File: src/rtls_pkg.sv
// Shared constants, types and op codes of the round-trip latency monitor.
package rtls_pkg;

  // Field widths of the transfers
  localparam int unsigned OP_W      = 2;
  localparam int unsigned TS_W      = 48;
  localparam int unsigned IDX_W     = 6;
  localparam int unsigned RTT_W     = 32;
  localparam int unsigned AVG_W     = 36;
  localparam int unsigned CNT_OUT_W = 7;
  localparam int unsigned FRAC_W    = 4;

  // Sample ring geometry
  localparam int unsigned RING_DEPTH = 64;
  localparam int unsigned RING_AW    = $clog2(RING_DEPTH);
  localparam int unsigned CNT_W      = $clog2(RING_DEPTH + 1);

  // 9*avg + 16*rtt fits in this many bits
  localparam int unsigned SUM_W = 40;

  // Register stages of the divide-by-ten unit, and of the whole item pipeline
  localparam int unsigned DIV_STAGES = 5;
  localparam int unsigned PIPE_N     = DIV_STAGES + 1;

  typedef enum logic [OP_W-1:0] {
    OP_START  = 2'd0,
    OP_RECORD = 2'd1,
    OP_READ   = 2'd2
  } op_e;

  // Per-item control carried down the pipeline
  typedef struct packed {
    logic               rec;    // record with a pending start
    logic               ign;    // record with nothing pending
    logic               rd;     // read of a slot inside the ring
    logic               first;  // average unset when the record was taken
    logic [RING_AW-1:0] idx;
    logic [RTT_W-1:0]   rtt;
  } stage_t;

endpackage

File: src/rtls_if.sv
// Valid/ready channel interfaces for items and results.
interface rtls_req_if;
  import rtls_pkg::*;

  logic                 valid;
  logic                 ready;
  logic [OP_W-1:0]      op;
  logic [TS_W-1:0]      timestamp_us;
  logic [IDX_W-1:0]     sample_index;

  modport source (output valid, output op, output timestamp_us, output sample_index,
                  input ready);
  modport sink   (input valid, input op, input timestamp_us, input sample_index,
                  output ready);
endinterface

interface rtls_rsp_if;
  import rtls_pkg::*;

  logic                 valid;
  logic                 ready;
  logic                 record_ignored;
  logic [RTT_W-1:0]     rtt_us;
  logic [AVG_W-1:0]     average_q4;
  logic [RTT_W-1:0]     minimum_us;
  logic [RTT_W-1:0]     maximum_us;
  logic [CNT_OUT_W-1:0] stored_count;
  logic [RTT_W-1:0]     sample_value;

  modport source (output valid, output record_ignored, output rtt_us, output average_q4,
                  output minimum_us, output maximum_us, output stored_count,
                  output sample_value, input ready);
  modport sink   (input valid, input record_ignored, input rtt_us, input average_q4,
                  input minimum_us, input maximum_us, input stored_count,
                  input sample_value, output ready);
endinterface

File: src/rtls_div10.sv
// Pipelined unsigned divide by ten (shift-add reciprocal estimate plus one correction).
module rtls_div10 (
  input  logic                           clk_i,
  input  logic [rtls_pkg::DIV_STAGES-1:0] en_i,
  input  logic [rtls_pkg::SUM_W-1:0]     x_i,
  output logic [rtls_pkg::SUM_W-1:0]     q_o
);
  import rtls_pkg::*;

  localparam logic [SUM_W-1:0] TEN_M1 = SUM_W'(9);

  logic [SUM_W-1:0] x1_q, x2_q, x3_q, x4_q;
  logic [SUM_W-1:0] q2_q, q3_q, q4_q, q5_q;
  logic [SUM_W-1:0] r5_q;
  logic [SUM_W-1:0] q1, q2_d, t3, q3_d, q4_d, r5_d;

  // Estimate quotient: x * 0.8 refined by doubling shifts, then divided by eight
  always_comb begin
    q1   = (x1_q >> 1) + (x1_q >> 2);
    q2_d = q1 + (q1 >> 4);
    t3   = q2_q + (q2_q >> 8);
    q3_d = t3 + (t3 >> 16);
    q4_d = (q3_q + (q3_q >> 32)) >> 3;
    r5_d = x4_q - ((q4_q << 3) + (q4_q << 1));
  end

  // Advance each stage when the pipeline above it lets it
  always_ff @(posedge clk_i) begin
    if (en_i[0]) begin
      x1_q <= x_i;
    end
    if (en_i[1]) begin
      x2_q <= x1_q;
      q2_q <= q2_d;
    end
    if (en_i[2]) begin
      x3_q <= x2_q;
      q3_q <= q3_d;
    end
    if (en_i[3]) begin
      x4_q <= x3_q;
      q4_q <= q4_d;
    end
    if (en_i[4]) begin
      q5_q <= q4_q;
      r5_q <= r5_d;
    end
  end

  // Correct the estimate by one where the remainder reaches ten
  assign q_o = (r5_q > TEN_M1) ? q5_q + SUM_W'(1) : q5_q;

endmodule

File: src/round_trip_latency_stats.sv
// Round-trip latency monitor: moving average, session min/max and a ring of samples.
//
//   channel | dir | transfer when      | payload
//   req_i   | in  | valid && ready     | op, timestamp_us, sample_index
//   rsp_o   | out | valid && ready     | record_ignored, rtt_us, average_q4, minimum_us,
//           |     |                    | maximum_us, stored_count, sample_value
//
// Each item passes through the PIPE_N pipeline stages and then the output register.
// Start and read items enter one per cycle while the pipeline is not stalled; a record
// waits at the input while an earlier measured record is still in the pipeline, so a
// record is taken only once the one before it has committed its average.
// Reset clears the pending start, the statistics, the ring pointer and fill count;
// the ring contents are left as they are. Stages collapse bubbles under output stall.
module round_trip_latency_stats (
  input logic clk_i,
  input logic rst_ni,
  rtls_req_if.sink   req_i,
  rtls_rsp_if.source rsp_o
);
  import rtls_pkg::*;

  // Architectural state
  logic [TS_W-1:0]    pending_q;
  logic [AVG_W-1:0]   avg_q;
  logic [RTT_W-1:0]   min_q, max_q;
  logic [CNT_W-1:0]   cnt_q;
  logic [RING_AW-1:0] wslot_q;
  logic [RTT_W-1:0]   ring_mem [RING_DEPTH];

  // Pipeline
  stage_t             s_q [1:PIPE_N];
  logic [PIPE_N:1]    v_q;
  logic [PIPE_N:1]    ld;
  logic               ld_out;
  stage_t             s_in;
  logic               acc, rec_in, rec_busy;
  logic [TS_W-1:0]    diff;
  logic [SUM_W-1:0]   sum_x, quot;
  logic [RTT_W-1:0]   rd_data_q, fwd_data_q;
  logic               fwd_q;

  // Output register
  logic               ov_q;
  logic               o_ign_q;
  logic [RTT_W-1:0]   o_rtt_q, o_min_q, o_max_q, o_smp_q;
  logic [AVG_W-1:0]   o_avg_q;
  logic [CNT_W-1:0]   o_cnt_q;

  // Final-stage updates
  stage_t             s_end;
  logic               wr_en;
  logic [AVG_W-1:0]   new_avg;
  logic [RTT_W-1:0]   new_min, new_max, smp_d;
  logic [CNT_W-1:0]   new_cnt;
  logic [RING_AW-1:0] new_wslot;

  // Load enables: a stage loads when it is empty or moving on
  always_comb begin
    ld_out     = !ov_q || rsp_o.ready;
    ld[PIPE_N] = !v_q[PIPE_N] || ld_out;
    for (int k = PIPE_N - 1; k >= 1; k--) begin
      ld[k] = !v_q[k] || ld[k+1];
    end
  end

  // Hold a record back while an earlier one is still updating the average
  always_comb begin
    rec_busy = 1'b0;
    for (int k = 1; k <= PIPE_N; k++) begin
      rec_busy = rec_busy | (v_q[k] & s_q[k].rec);
    end
  end

  assign rec_in      = (req_i.op == OP_RECORD);
  assign req_i.ready = ld[1] && !(rec_in && rec_busy);
  assign acc         = req_i.valid && req_i.ready;

  // Measure round trip against the pending start, clamp to 32 bits
  always_comb begin
    diff = (req_i.timestamp_us > pending_q) ? req_i.timestamp_us - pending_q : '0;
    s_in.rtt   = (|diff[TS_W-1:RTT_W]) ? '1 : diff[RTT_W-1:0];
    s_in.rec   = rec_in && (pending_q != '0);
    s_in.ign   = rec_in && (pending_q == '0);
    s_in.rd    = (req_i.op == OP_READ) && (int'(req_i.sample_index) < RING_DEPTH);
    s_in.first = (avg_q == '0);
    s_in.idx   = RING_AW'(req_i.sample_index);
  end

  // Pending start: set by a start, cleared by a measured record
  always_ff @(posedge clk_i or negedge rst_ni) begin
    if (!rst_ni) begin
      pending_q <= '0;
    end else if (acc && (req_i.op == OP_START)) begin
      pending_q <= req_i.timestamp_us;
    end else if (acc && s_in.rec) begin
      pending_q <= '0;
    end
  end

  // Advance stage valids
  always_ff @(posedge clk_i or negedge rst_ni) begin
    if (!rst_ni) begin
      v_q <= '0;
    end else begin
      if (ld[1]) begin
        v_q[1] <= acc;
      end
      for (int k = 2; k <= PIPE_N; k++) begin
        if (ld[k]) begin
          v_q[k] <= v_q[k-1];
        end
      end
    end
  end

  // Advance stage payloads
  always_ff @(posedge clk_i) begin
    if (ld[1]) begin
      s_q[1] <= s_in;
    end
    for (int k = 2; k <= PIPE_N; k++) begin
      if (ld[k]) begin
        s_q[k] <= s_q[k-1];
      end
    end
  end

  // Weighted sum 9*avg + 16*rtt; average is stable while a record is in flight
  assign sum_x = (SUM_W'(avg_q) << 3) + SUM_W'(avg_q)
               + (SUM_W'(s_q[1].rtt) << FRAC_W);

  rtls_div10 u_div10 (
    .clk_i (clk_i),
    .en_i  (ld[PIPE_N:2]),
    .x_i   (sum_x),
    .q_o   (quot)
  );

  assign s_end = s_q[PIPE_N];
  assign wr_en = v_q[PIPE_N] && ld_out && s_end.rec;

  // Read the ring as an item enters the last stage; forward a write to the same slot
  always_ff @(posedge clk_i) begin
    if (ld[PIPE_N]) begin
      rd_data_q  <= ring_mem[s_q[PIPE_N-1].idx];
      fwd_q      <= wr_en && (wslot_q == s_q[PIPE_N-1].idx);
      fwd_data_q <= s_end.rtt;
    end
  end

  // Write the sample into the ring
  always_ff @(posedge clk_i) begin
    if (wr_en) begin
      ring_mem[wslot_q] <= s_end.rtt;
    end
  end

  // Work out the statistics after this record
  always_comb begin
    new_avg   = s_end.first ? {s_end.rtt, {FRAC_W{1'b0}}} : AVG_W'(quot);
    new_min   = ((min_q == '0) || (s_end.rtt < min_q)) ? s_end.rtt : min_q;
    new_max   = (s_end.rtt > max_q) ? s_end.rtt : max_q;
    new_cnt   = (cnt_q < CNT_W'(RING_DEPTH)) ? cnt_q + CNT_W'(1) : cnt_q;
    new_wslot = (wslot_q == RING_AW'(RING_DEPTH - 1)) ? '0 : wslot_q + RING_AW'(1);
    smp_d     = s_end.rd ? (fwd_q ? fwd_data_q : rd_data_q) : '0;
  end

  // Commit statistics as a record leaves the pipeline
  always_ff @(posedge clk_i or negedge rst_ni) begin
    if (!rst_ni) begin
      avg_q   <= '0;
      min_q   <= '0;
      max_q   <= '0;
      cnt_q   <= '0;
      wslot_q <= '0;
    end else if (wr_en) begin
      avg_q   <= new_avg;
      min_q   <= new_min;
      max_q   <= new_max;
      cnt_q   <= new_cnt;
      wslot_q <= new_wslot;
    end
  end

  // Output register valid
  always_ff @(posedge clk_i or negedge rst_ni) begin
    if (!rst_ni) begin
      ov_q <= 1'b0;
    end else if (ld_out) begin
      ov_q <= v_q[PIPE_N];
    end
  end

  // Output register payload
  always_ff @(posedge clk_i) begin
    if (ld_out && v_q[PIPE_N]) begin
      o_ign_q <= s_end.ign;
      o_rtt_q <= s_end.rec ? s_end.rtt : '0;
      o_avg_q <= s_end.rec ? new_avg : avg_q;
      o_min_q <= s_end.rec ? new_min : min_q;
      o_max_q <= s_end.rec ? new_max : max_q;
      o_cnt_q <= s_end.rec ? new_cnt : cnt_q;
      o_smp_q <= smp_d;
    end
  end

  assign rsp_o.valid          = ov_q;
  assign rsp_o.record_ignored = o_ign_q;
  assign rsp_o.rtt_us         = o_rtt_q;
  assign rsp_o.average_q4     = o_avg_q;
  assign rsp_o.minimum_us     = o_min_q;
  assign rsp_o.maximum_us     = o_max_q;
  assign rsp_o.stored_count   = CNT_OUT_W'(o_cnt_q);
  assign rsp_o.sample_value   = o_smp_q;

endmodule

File: src/flat_wrapper.sv
// flat-port wrapper written by rule: the top's interface ports become plain ports
module round_trip_latency_stats_flat import rtls_pkg::*;
  (clk_i, rst_ni, req_i_valid, req_i_op, req_i_timestamp_us, req_i_sample_index, req_i_ready, rsp_o_valid, rsp_o_record_ignored, rsp_o_rtt_us, rsp_o_average_q4, rsp_o_minimum_us, rsp_o_maximum_us, rsp_o_stored_count, rsp_o_sample_value, rsp_o_ready);
  rtls_req_if req_i_i ();
  rtls_rsp_if rsp_o_i ();
  input logic clk_i;
  input logic rst_ni;
  input wire logic [$bits(req_i_i.valid)-1:0] req_i_valid;
  input wire logic [$bits(req_i_i.op)-1:0] req_i_op;
  input wire logic [$bits(req_i_i.timestamp_us)-1:0] req_i_timestamp_us;
  input wire logic [$bits(req_i_i.sample_index)-1:0] req_i_sample_index;
  output wire logic [$bits(req_i_i.ready)-1:0] req_i_ready;
  output wire logic [$bits(rsp_o_i.valid)-1:0] rsp_o_valid;
  output wire logic [$bits(rsp_o_i.record_ignored)-1:0] rsp_o_record_ignored;
  output wire logic [$bits(rsp_o_i.rtt_us)-1:0] rsp_o_rtt_us;
  output wire logic [$bits(rsp_o_i.average_q4)-1:0] rsp_o_average_q4;
  output wire logic [$bits(rsp_o_i.minimum_us)-1:0] rsp_o_minimum_us;
  output wire logic [$bits(rsp_o_i.maximum_us)-1:0] rsp_o_maximum_us;
  output wire logic [$bits(rsp_o_i.stored_count)-1:0] rsp_o_stored_count;
  output wire logic [$bits(rsp_o_i.sample_value)-1:0] rsp_o_sample_value;
  input wire logic [$bits(rsp_o_i.ready)-1:0] rsp_o_ready;
  assign req_i_i.valid = req_i_valid;
  assign req_i_i.op = req_i_op;
  assign req_i_i.timestamp_us = req_i_timestamp_us;
  assign req_i_i.sample_index = req_i_sample_index;
  assign req_i_ready = req_i_i.ready;
  assign rsp_o_valid = rsp_o_i.valid;
  assign rsp_o_record_ignored = rsp_o_i.record_ignored;
  assign rsp_o_rtt_us = rsp_o_i.rtt_us;
  assign rsp_o_average_q4 = rsp_o_i.average_q4;
  assign rsp_o_minimum_us = rsp_o_i.minimum_us;
  assign rsp_o_maximum_us = rsp_o_i.maximum_us;
  assign rsp_o_stored_count = rsp_o_i.stored_count;
  assign rsp_o_sample_value = rsp_o_i.sample_value;
  assign rsp_o_i.ready = rsp_o_ready;
  round_trip_latency_stats u_core (.clk_i(clk_i), .rst_ni(rst_ni), .req_i(req_i_i), .rsp_o(rsp_o_i));
endmodule
File: config.mk
export PLATFORM = sky130hd
export DESIGN_NAME = round_trip_latency_stats_flat
export DESIGN_NICKNAME = d
export VERILOG_FILES = /design/src/rtls_pkg.sv /design/src/rtls_if.sv /design/src/rtls_div10.sv /design/src/round_trip_latency_stats.sv /design/src/flat_wrapper.sv
export SDC_FILE = /design/constraint.sdc
export NUM_CORES = 2
export LEC_CHECK = 0
export ABC_CLOCK_PERIOD_IN_PS = 7600
export BUFFER_PORTS_ARGS = -buffer_cell sky130_fd_sc_hd__buf_4
export CAP_MARGIN = 0
export CORE_ASPECT_RATIO = 0.6
export CORE_MARGIN = 10
export CORE_UTILIZATION = 55
export DETAILED_ROUTE_END_ITERATION = 16
export GPL_TIMING_DRIVEN = 1
export PLACE_DENSITY = 0.79
export SETUP_SLACK_MARGIN = 0.02
export SLEW_MARGIN = 20
export SYNTH_ARGS = -nofsm -noshare
export SYNTH_HDL_FRONTEND = slang
export SYNTH_SLANG_ARGS = --single-unit
File: constraint.sdc
create_clock -name clk_i -period 7.6 [get_ports clk_i]
set_input_delay 0.76 -clock clk_i [delete_from_list [all_inputs] [get_ports clk_i]]
set_output_delay 0.76 -clock clk_i [all_outputs]
set_load 0.05 [all_outputs]
Word level (Yosys, flattened, before mapping)
Memory sizes are Yosys's and may differ from the RTL's. A register that Yosys moved wholly into a read port is not among the register bits.
Index checks and enable logic that the tools add are counted.

word-level totals
  register bits after elaboration = 726
  latch bits = 0
  bits in writable memories = 2,300
  bits in read-only memories = 0
  output and inout port bits = 174
  word-level logic and storage cells = 128
  memories = 2

memories
  name             words  width  rd ports  clocked after Yosys merged registers in  wr ports  line                            text
  u_core.ring_mem  64     32     1         1                                        1         round_trip_latency_stats.sv:28  logic [RTT_W-1:0] ring_mem [RING_DEPTH];
  u_core.s_q       6      42     6         0                                        6         round_trip_latency_stats.sv:31  stage_t s_q [1:PIPE_N];

cells by class
  add/subtract/negate cells = 13
  multipliers = 0
  div/mod/pow operators = 0
  magnitude comparators = 5
  equal/unequal tests = 4
  shift operators = 0
  muxes and demuxes = 29
  bitwise logic cells = 11
  reduce and logical (&&, ||, !) cells = 33

operators with widths
  kind                   count
  $mux 32                6
  $mux 48                3
  $mux 36                3
  $add 40x36->40         2
  $gt 48x48->1           1
  $logic_not 48->1       1
  $reduce_bool 48->1     1
  $sub 48x48->48         1
  $add 39x36->40         1
  $add 39x38->40         1
  $add 40x24->40         1
  $add 40x32->40         1
  $add 40x38->40         1
  $add 40x8->40          1
  $gt 40x4->1 const B    1
  $sub 40x40->40         1
  $add 36x1->36 const B  1
  $logic_not 36->1       1
  $gt 32x32->1           1
  $logic_not 32->1       1
  $lt 32x32->1           1
  $reduce_or 16->1       1
  $mux 1                 14
  $mux 7                 2
  other kinds (15)       47

Depth between registers and ports, before layout
An unclocked memory read counts as a cell.

  depth after elaboration = 14
  depth in mapped cells = 26
  depth with buffers taken out = 26

By module
Synthesis repeated with hierarchy kept, for this count alone.

unflattened totals
  cell total of the unflattened synthesis = 7,215
  area total of the unflattened synthesis = 130,585.2 µm²

modules (own cells, without submodules)
  module                    times used  cells an instance  area each (µm²)
  round_trip_latency_stats  1           5,265              108,132.5
  rtls_div10                1           1,950              22,452.8

Worst setup path before layout
Ideal clock, no wire load.

  kind = input to register
  from = input port rsp_o_ready
  to = memory u_core.ring_mem[26][0], enable pin
  setup time = 0.421 ns
  arrival = 7.672 ns
  data required time = 7.179 ns
  path slack = -0.493 ns
  stages = 7
  path buffers = 1
  cell sequence = nand2b_1 and2_1 nand2_1 clkbuf_1 nor3_1 nand2_1 nor2_1

between the ends
  word-level cells in the longest chain between the ends = 5

RTL lines
  item                            line                             text
  from (decl)                     flat_wrapper.sv:21               input wire logic [$bits(rsp_o_i.ready)-1:0] rsp_o_ready;
  $logic_or 1x1->1                round_trip_latency_stats.sv:59   ld_out = !ov_q || rsp_o.ready;
  $logic_and 1x1->1 (2 in a row)  round_trip_latency_stats.sv:140  assign wr_en = v_q[PIPE_N] && ld_out && s_end.rec;
  $mux 1                          round_trip_latency_stats.sv:153  if (wr_en) begin
  $mux 1 (implied by the code)    round_trip_latency_stats.sv:154  ring_mem[wslot_q] <= s_end.rtt;
  to (decl)                       round_trip_latency_stats.sv:28

Every way passes these cells.

Worst setup path after layout
  from = register u_core.u_div10.x1_q[2]
  to = register u_core.u_div10.q2_q[37] (data pin)

between the ends
  word-level cells in the longest chain between the ends = 2

RTL lines
  item                         line              text
  from (decl)                  rtls_div10.sv:12  logic [SUM_W-1:0] x1_q, x2_q, x3_q, x4_q;
  from (signal assigned)       rtls_div10.sv:30  x1_q <= x_i;
  $add 39x38->40               rtls_div10.sv:19  q1 = (x1_q >> 1) + (x1_q >> 2);
  $add 40x36->40               rtls_div10.sv:20  q2_d = q1 + (q1 >> 4);
  via u_core.u_div10.q2_d[37]  rtls_div10.sv:15  logic [SUM_W-1:0] q1, q2_d, t3, q3_d, q4_d, r5_d;
  to (signal assigned)         rtls_div10.sv:34  q2_q <= q2_d;
  to (decl)                    rtls_div10.sv:13  logic [SUM_W-1:0] q2_q, q3_q, q4_q, q5_q;

The timed path passes the listed nets, and every way through them passes these cells.
A chain may end at the register's enable or synchronous reset.

==> metrics.md <==
| Metric | Value |
|---|---|
| Final hold slack | -8.95 ps |
| Crit. path cell count | 25 |
| Worst r2r path cells | 25 |
| Crit path from | u_core.u_div10.x1_q[2] |
| Crit path time final | 6170 ps |
| Clock transition at the registers of the reported paths | 60 ps |
| Die H | 399 um |
| FF-to-FF End | u_core.u_div10.q2_q[37] |
| DPL Wire Length | 233 mm |
| Crit path max-delay cell type | edfxtp_1 |
| Average cell area after synthesis | 17.6 um^2 |
| Post-route DRC | 0 |
| Syn. warnings | 0 |
| Slew margin rel. | 21.8% |
| Final hold vios | 3 |
| Top FF cell, synth | edfxtp_1 |
| Gr ovfl total | 0 |
| Layout cells sized above 1 | 20.5% |
| Core ar. | 237000 um^2 |
| CP peak stage delay | 450 ps |
| Reg2Reg Setup Slack | 1430 ps |
| Final nets | 8313 |
| CP Capture Point | u_core.u_div10.q2_q[37] |
| Crit-path leading delay family | compound AO/OA/AOI/OAI gates |
| Syn Inst Count | 7470 |
| CP startpoint kind | flop |
| WL final | 389 mm |
| Fmax | 162 MHz |
| Global-route wire length before repair | 550 mm |
| Clock latency on the worst-skew pair | 870 ps |
| GRT Total Usage | 29.3% |
| CP Max Fanout | 5 |
| Horiz. Die Dim | 651 um |
| Hold WC Path Type | in2async |
| Clk_skew | 69.3 ps |
| Final Max Tran Viols | 0 |
| CTS max path bufs | 4 |
| # setup viols final | 0 |
| Post-cts repair resize count | 0 |
| Drt pass-1 iters | 8 |
| EDFF count, synth | 2883 |
| Pin count of the biggest net entering global routing | 148 |
| Clk sink count | 3051 |
| Layout area overhead | 12.0% |
| Max-Cap Viols | 0 |
| Worst-margin pin slew | 1170 ps |
| CP endpoint kind | flop |
| Final period utilization | 81.1% |
| Post-CTS setup buffer count | 0 |
| I/O pins | 234 |
| Setup tns final | 0 ps |
| Ys async rst share | 5.51% |
| Worst path required time | 8170 ps |
| Detail Route Antenna Nets | 0 |
| CTS tree | built |
| Synth Cell Area | 131000 um^2 |
| Starting DRT DRC Count | 13100 |
| Routed vias | 77400 |
| Unrepaired setup endpoints after global routing | false |
| Failing checks | negative hold slack |
| Reg2reg start | u_core.u_div10.x1_q[2] |
| CP Data Arrival Time | 6740 ps |
| CTS Hold Buffers Added | 0 |
| Starting Density | 55.5% |
| Critical path class | reg2reg |
| Placer congestion estimate | 0.943 |
| Worst Path Buf+Inv | 1 |
| Vias in the first global route | 74500 |
| Status | complete, but fails checks |
| Most frequent cells in the layout | 2883 x edfxtp_1, 663 x mux4_2, 372 x buf_4, 329 x nand2_1, 326 x ha_1 |
| Mapped Nets | 7929 |
| Antenna violations before repair | 35 |
| Yosys reg bits | 3051 |
| Register area share after synthesis | 69.1% |
| Mean number of vias per cell | 6.89 |
| Routed len/inst | 34.6 um |
| Clock Root Buffer | clkbuf_16 |
| CTS Buf Count | 284 |
| Yosys cell types | 113 |
| FP Rows | 138 |
| # port buffers | 233 |
| Most common cell after layout, fill and taps aside | edfxtp_1 |
| H-tree depth | 5 |
| Die area | 260000 um^2 |
[synthesized netlist by cell type, types with 10 or more instances]
| cell type | instances | share of area, % |
|---|---|---|
| o21bai_1 | 40 | 0.23 |
| nor2b_1 | 75 | 0.36 |
| and2_1 | 20 | 0.095 |
| and3_1 | 50 | 0.24 |
| a211oi_1 | 25 | 0.14 |
| a31oi_1 | 61 | 0.29 |
| mux2i_1 | 146 | 1.1 |
| or3_1 | 26 | 0.12 |
| and4_1 | 13 | 0.087 |
| nor3_1 | 102 | 0.39 |
| o31ai_1 | 20 | 0.11 |
| a2111oi_0 | 13 | 0.087 |
| o2111ai_1 | 10 | 0.067 |
| o21a_1 | 48 | 0.27 |
| nor4_1 | 50 | 0.24 |
| a22o_1 | 48 | 0.32 |
| a21oi_1 | 256 | 0.97 |
| ha_1 | 326 | 3.1 |
| nand2_1 | 334 | 0.95 |
| a21o_1 | 164 | 0.94 |
| clkbuf_1 | 184 | 0.53 |
| xnor2_1 | 201 | 1.3 |
| nor3b_1 | 10 | 0.057 |
| mux2_2 | 43 | 0.37 |
| mux4_2 | 663 | 11 |
| buf_2 | 30 | 0.11 |
| nand3_1 | 90 | 0.34 |
| o32ai_1 | 32 | 0.21 |
| nand4_1 | 74 | 0.35 |
| fa_1 | 73 | 1.1 |
| nor2_1 | 275 | 0.79 |
| dfrtp_1 | 168 | 3.2 |
| xor2_1 | 98 | 0.65 |
| nand2b_1 | 43 | 0.20 |
| buf_1 | 75 | 0.21 |
| o211ai_1 | 16 | 0.091 |
| edfxtp_1 | 2883 | 66 |
| inv_1 | 289 | 0.83 |
| o21ai_0 | 185 | 0.70 |
[sequential cells by signal, summed over array words and instances, names as in the netlist, 39 cells and up]
register,count
u_core.ring_mem,2048
u_core.s_q,246
u_core.pending_q,48
u_core.u_div10.q2_q,40
u_core.u_div10.q3_q,40
u_core.u_div10.x1_q,40
u_core.u_div10.x2_q,40
u_core.u_div10.x3_q,40
u_core.u_div10.x4_q,40
u_core.u_div10.r5_q,39
[metal layers]
metal,track usage (%),routed length [um],up-vias
met4,10.4,16400,14
met1,42.9,147000,39400
met2,42.2,168000,6466
met3,8.56,57700,871
met5,0,102,-
li1,-,-,30700
[cell type report]
| type | count | area [um^2] |
|---|---|---|
| antenna | 9 | 22.5 |
| timing repair buffer | 389 | 3100 |
| fill | 15800 | 89500 |
| multi-input combinational | 3837 | 39100 |
| sequential | 3051 | 90800 |
| inverter | 291 | 1100 |
| tap | 3150 | 3940 |
| clock inverter | 156 | 1560 |
| clock buffer | 348 | 7630 |
[through the flow]
stage               worst slack, ps  cell area, um^2  hold slack, ps  cells  utilization [%]
global placement               1510           138000             401  10700             58.3
CTS                            1510           147000            24.9  11200             62.1
global route                    828           147000            53.8  11200             62.2
floorplan                      1660           131000             400   7470                -
detailed placement             1540           138000             405  10700             58.3
finish                         1430           147000           -8.95  11200             62.2
[cells by family (layout without fill, tap and decap cells)]
logic type,count (synthesis),count (layout),share of synthesized area (%)
other cells,0,9,0
fa+ha+maj,399,399,4.21
simple gates,1212,1212,4.54
buf+inv,582,1184,1.70
compound gates,1070,1070,5.58
xor+xnor,304,304,2.07
mux,852,852,12.8
flops,3051,3051,69.1
[how the worst min path moves through the flow]
stage / end / depth (start not counted) / slack (ps) / start
after floorplan: u_core.rsp_o.record_ignored / 0 / 400 / u_core.s_q[0][292]
after global placement: u_core.s_q[0][250] / 0 / 400 / u_core.s_q[0][208]
after detailed placement: u_core.s_q[0][116] / 0 / 400 / u_core.s_q[0][74]
after CTS: u_core.max_q[21] / 1 / 20 / rst_ni
after global routing: u_core.max_q[21] / 1 / 50 / rst_ni
final: u_core.max_q[21] / 1 / -9 / rst_ni
Power is left out: the tool's default activity adds up to more than one toggle a clock period on the data nets, which glitch-free logic cannot reach.
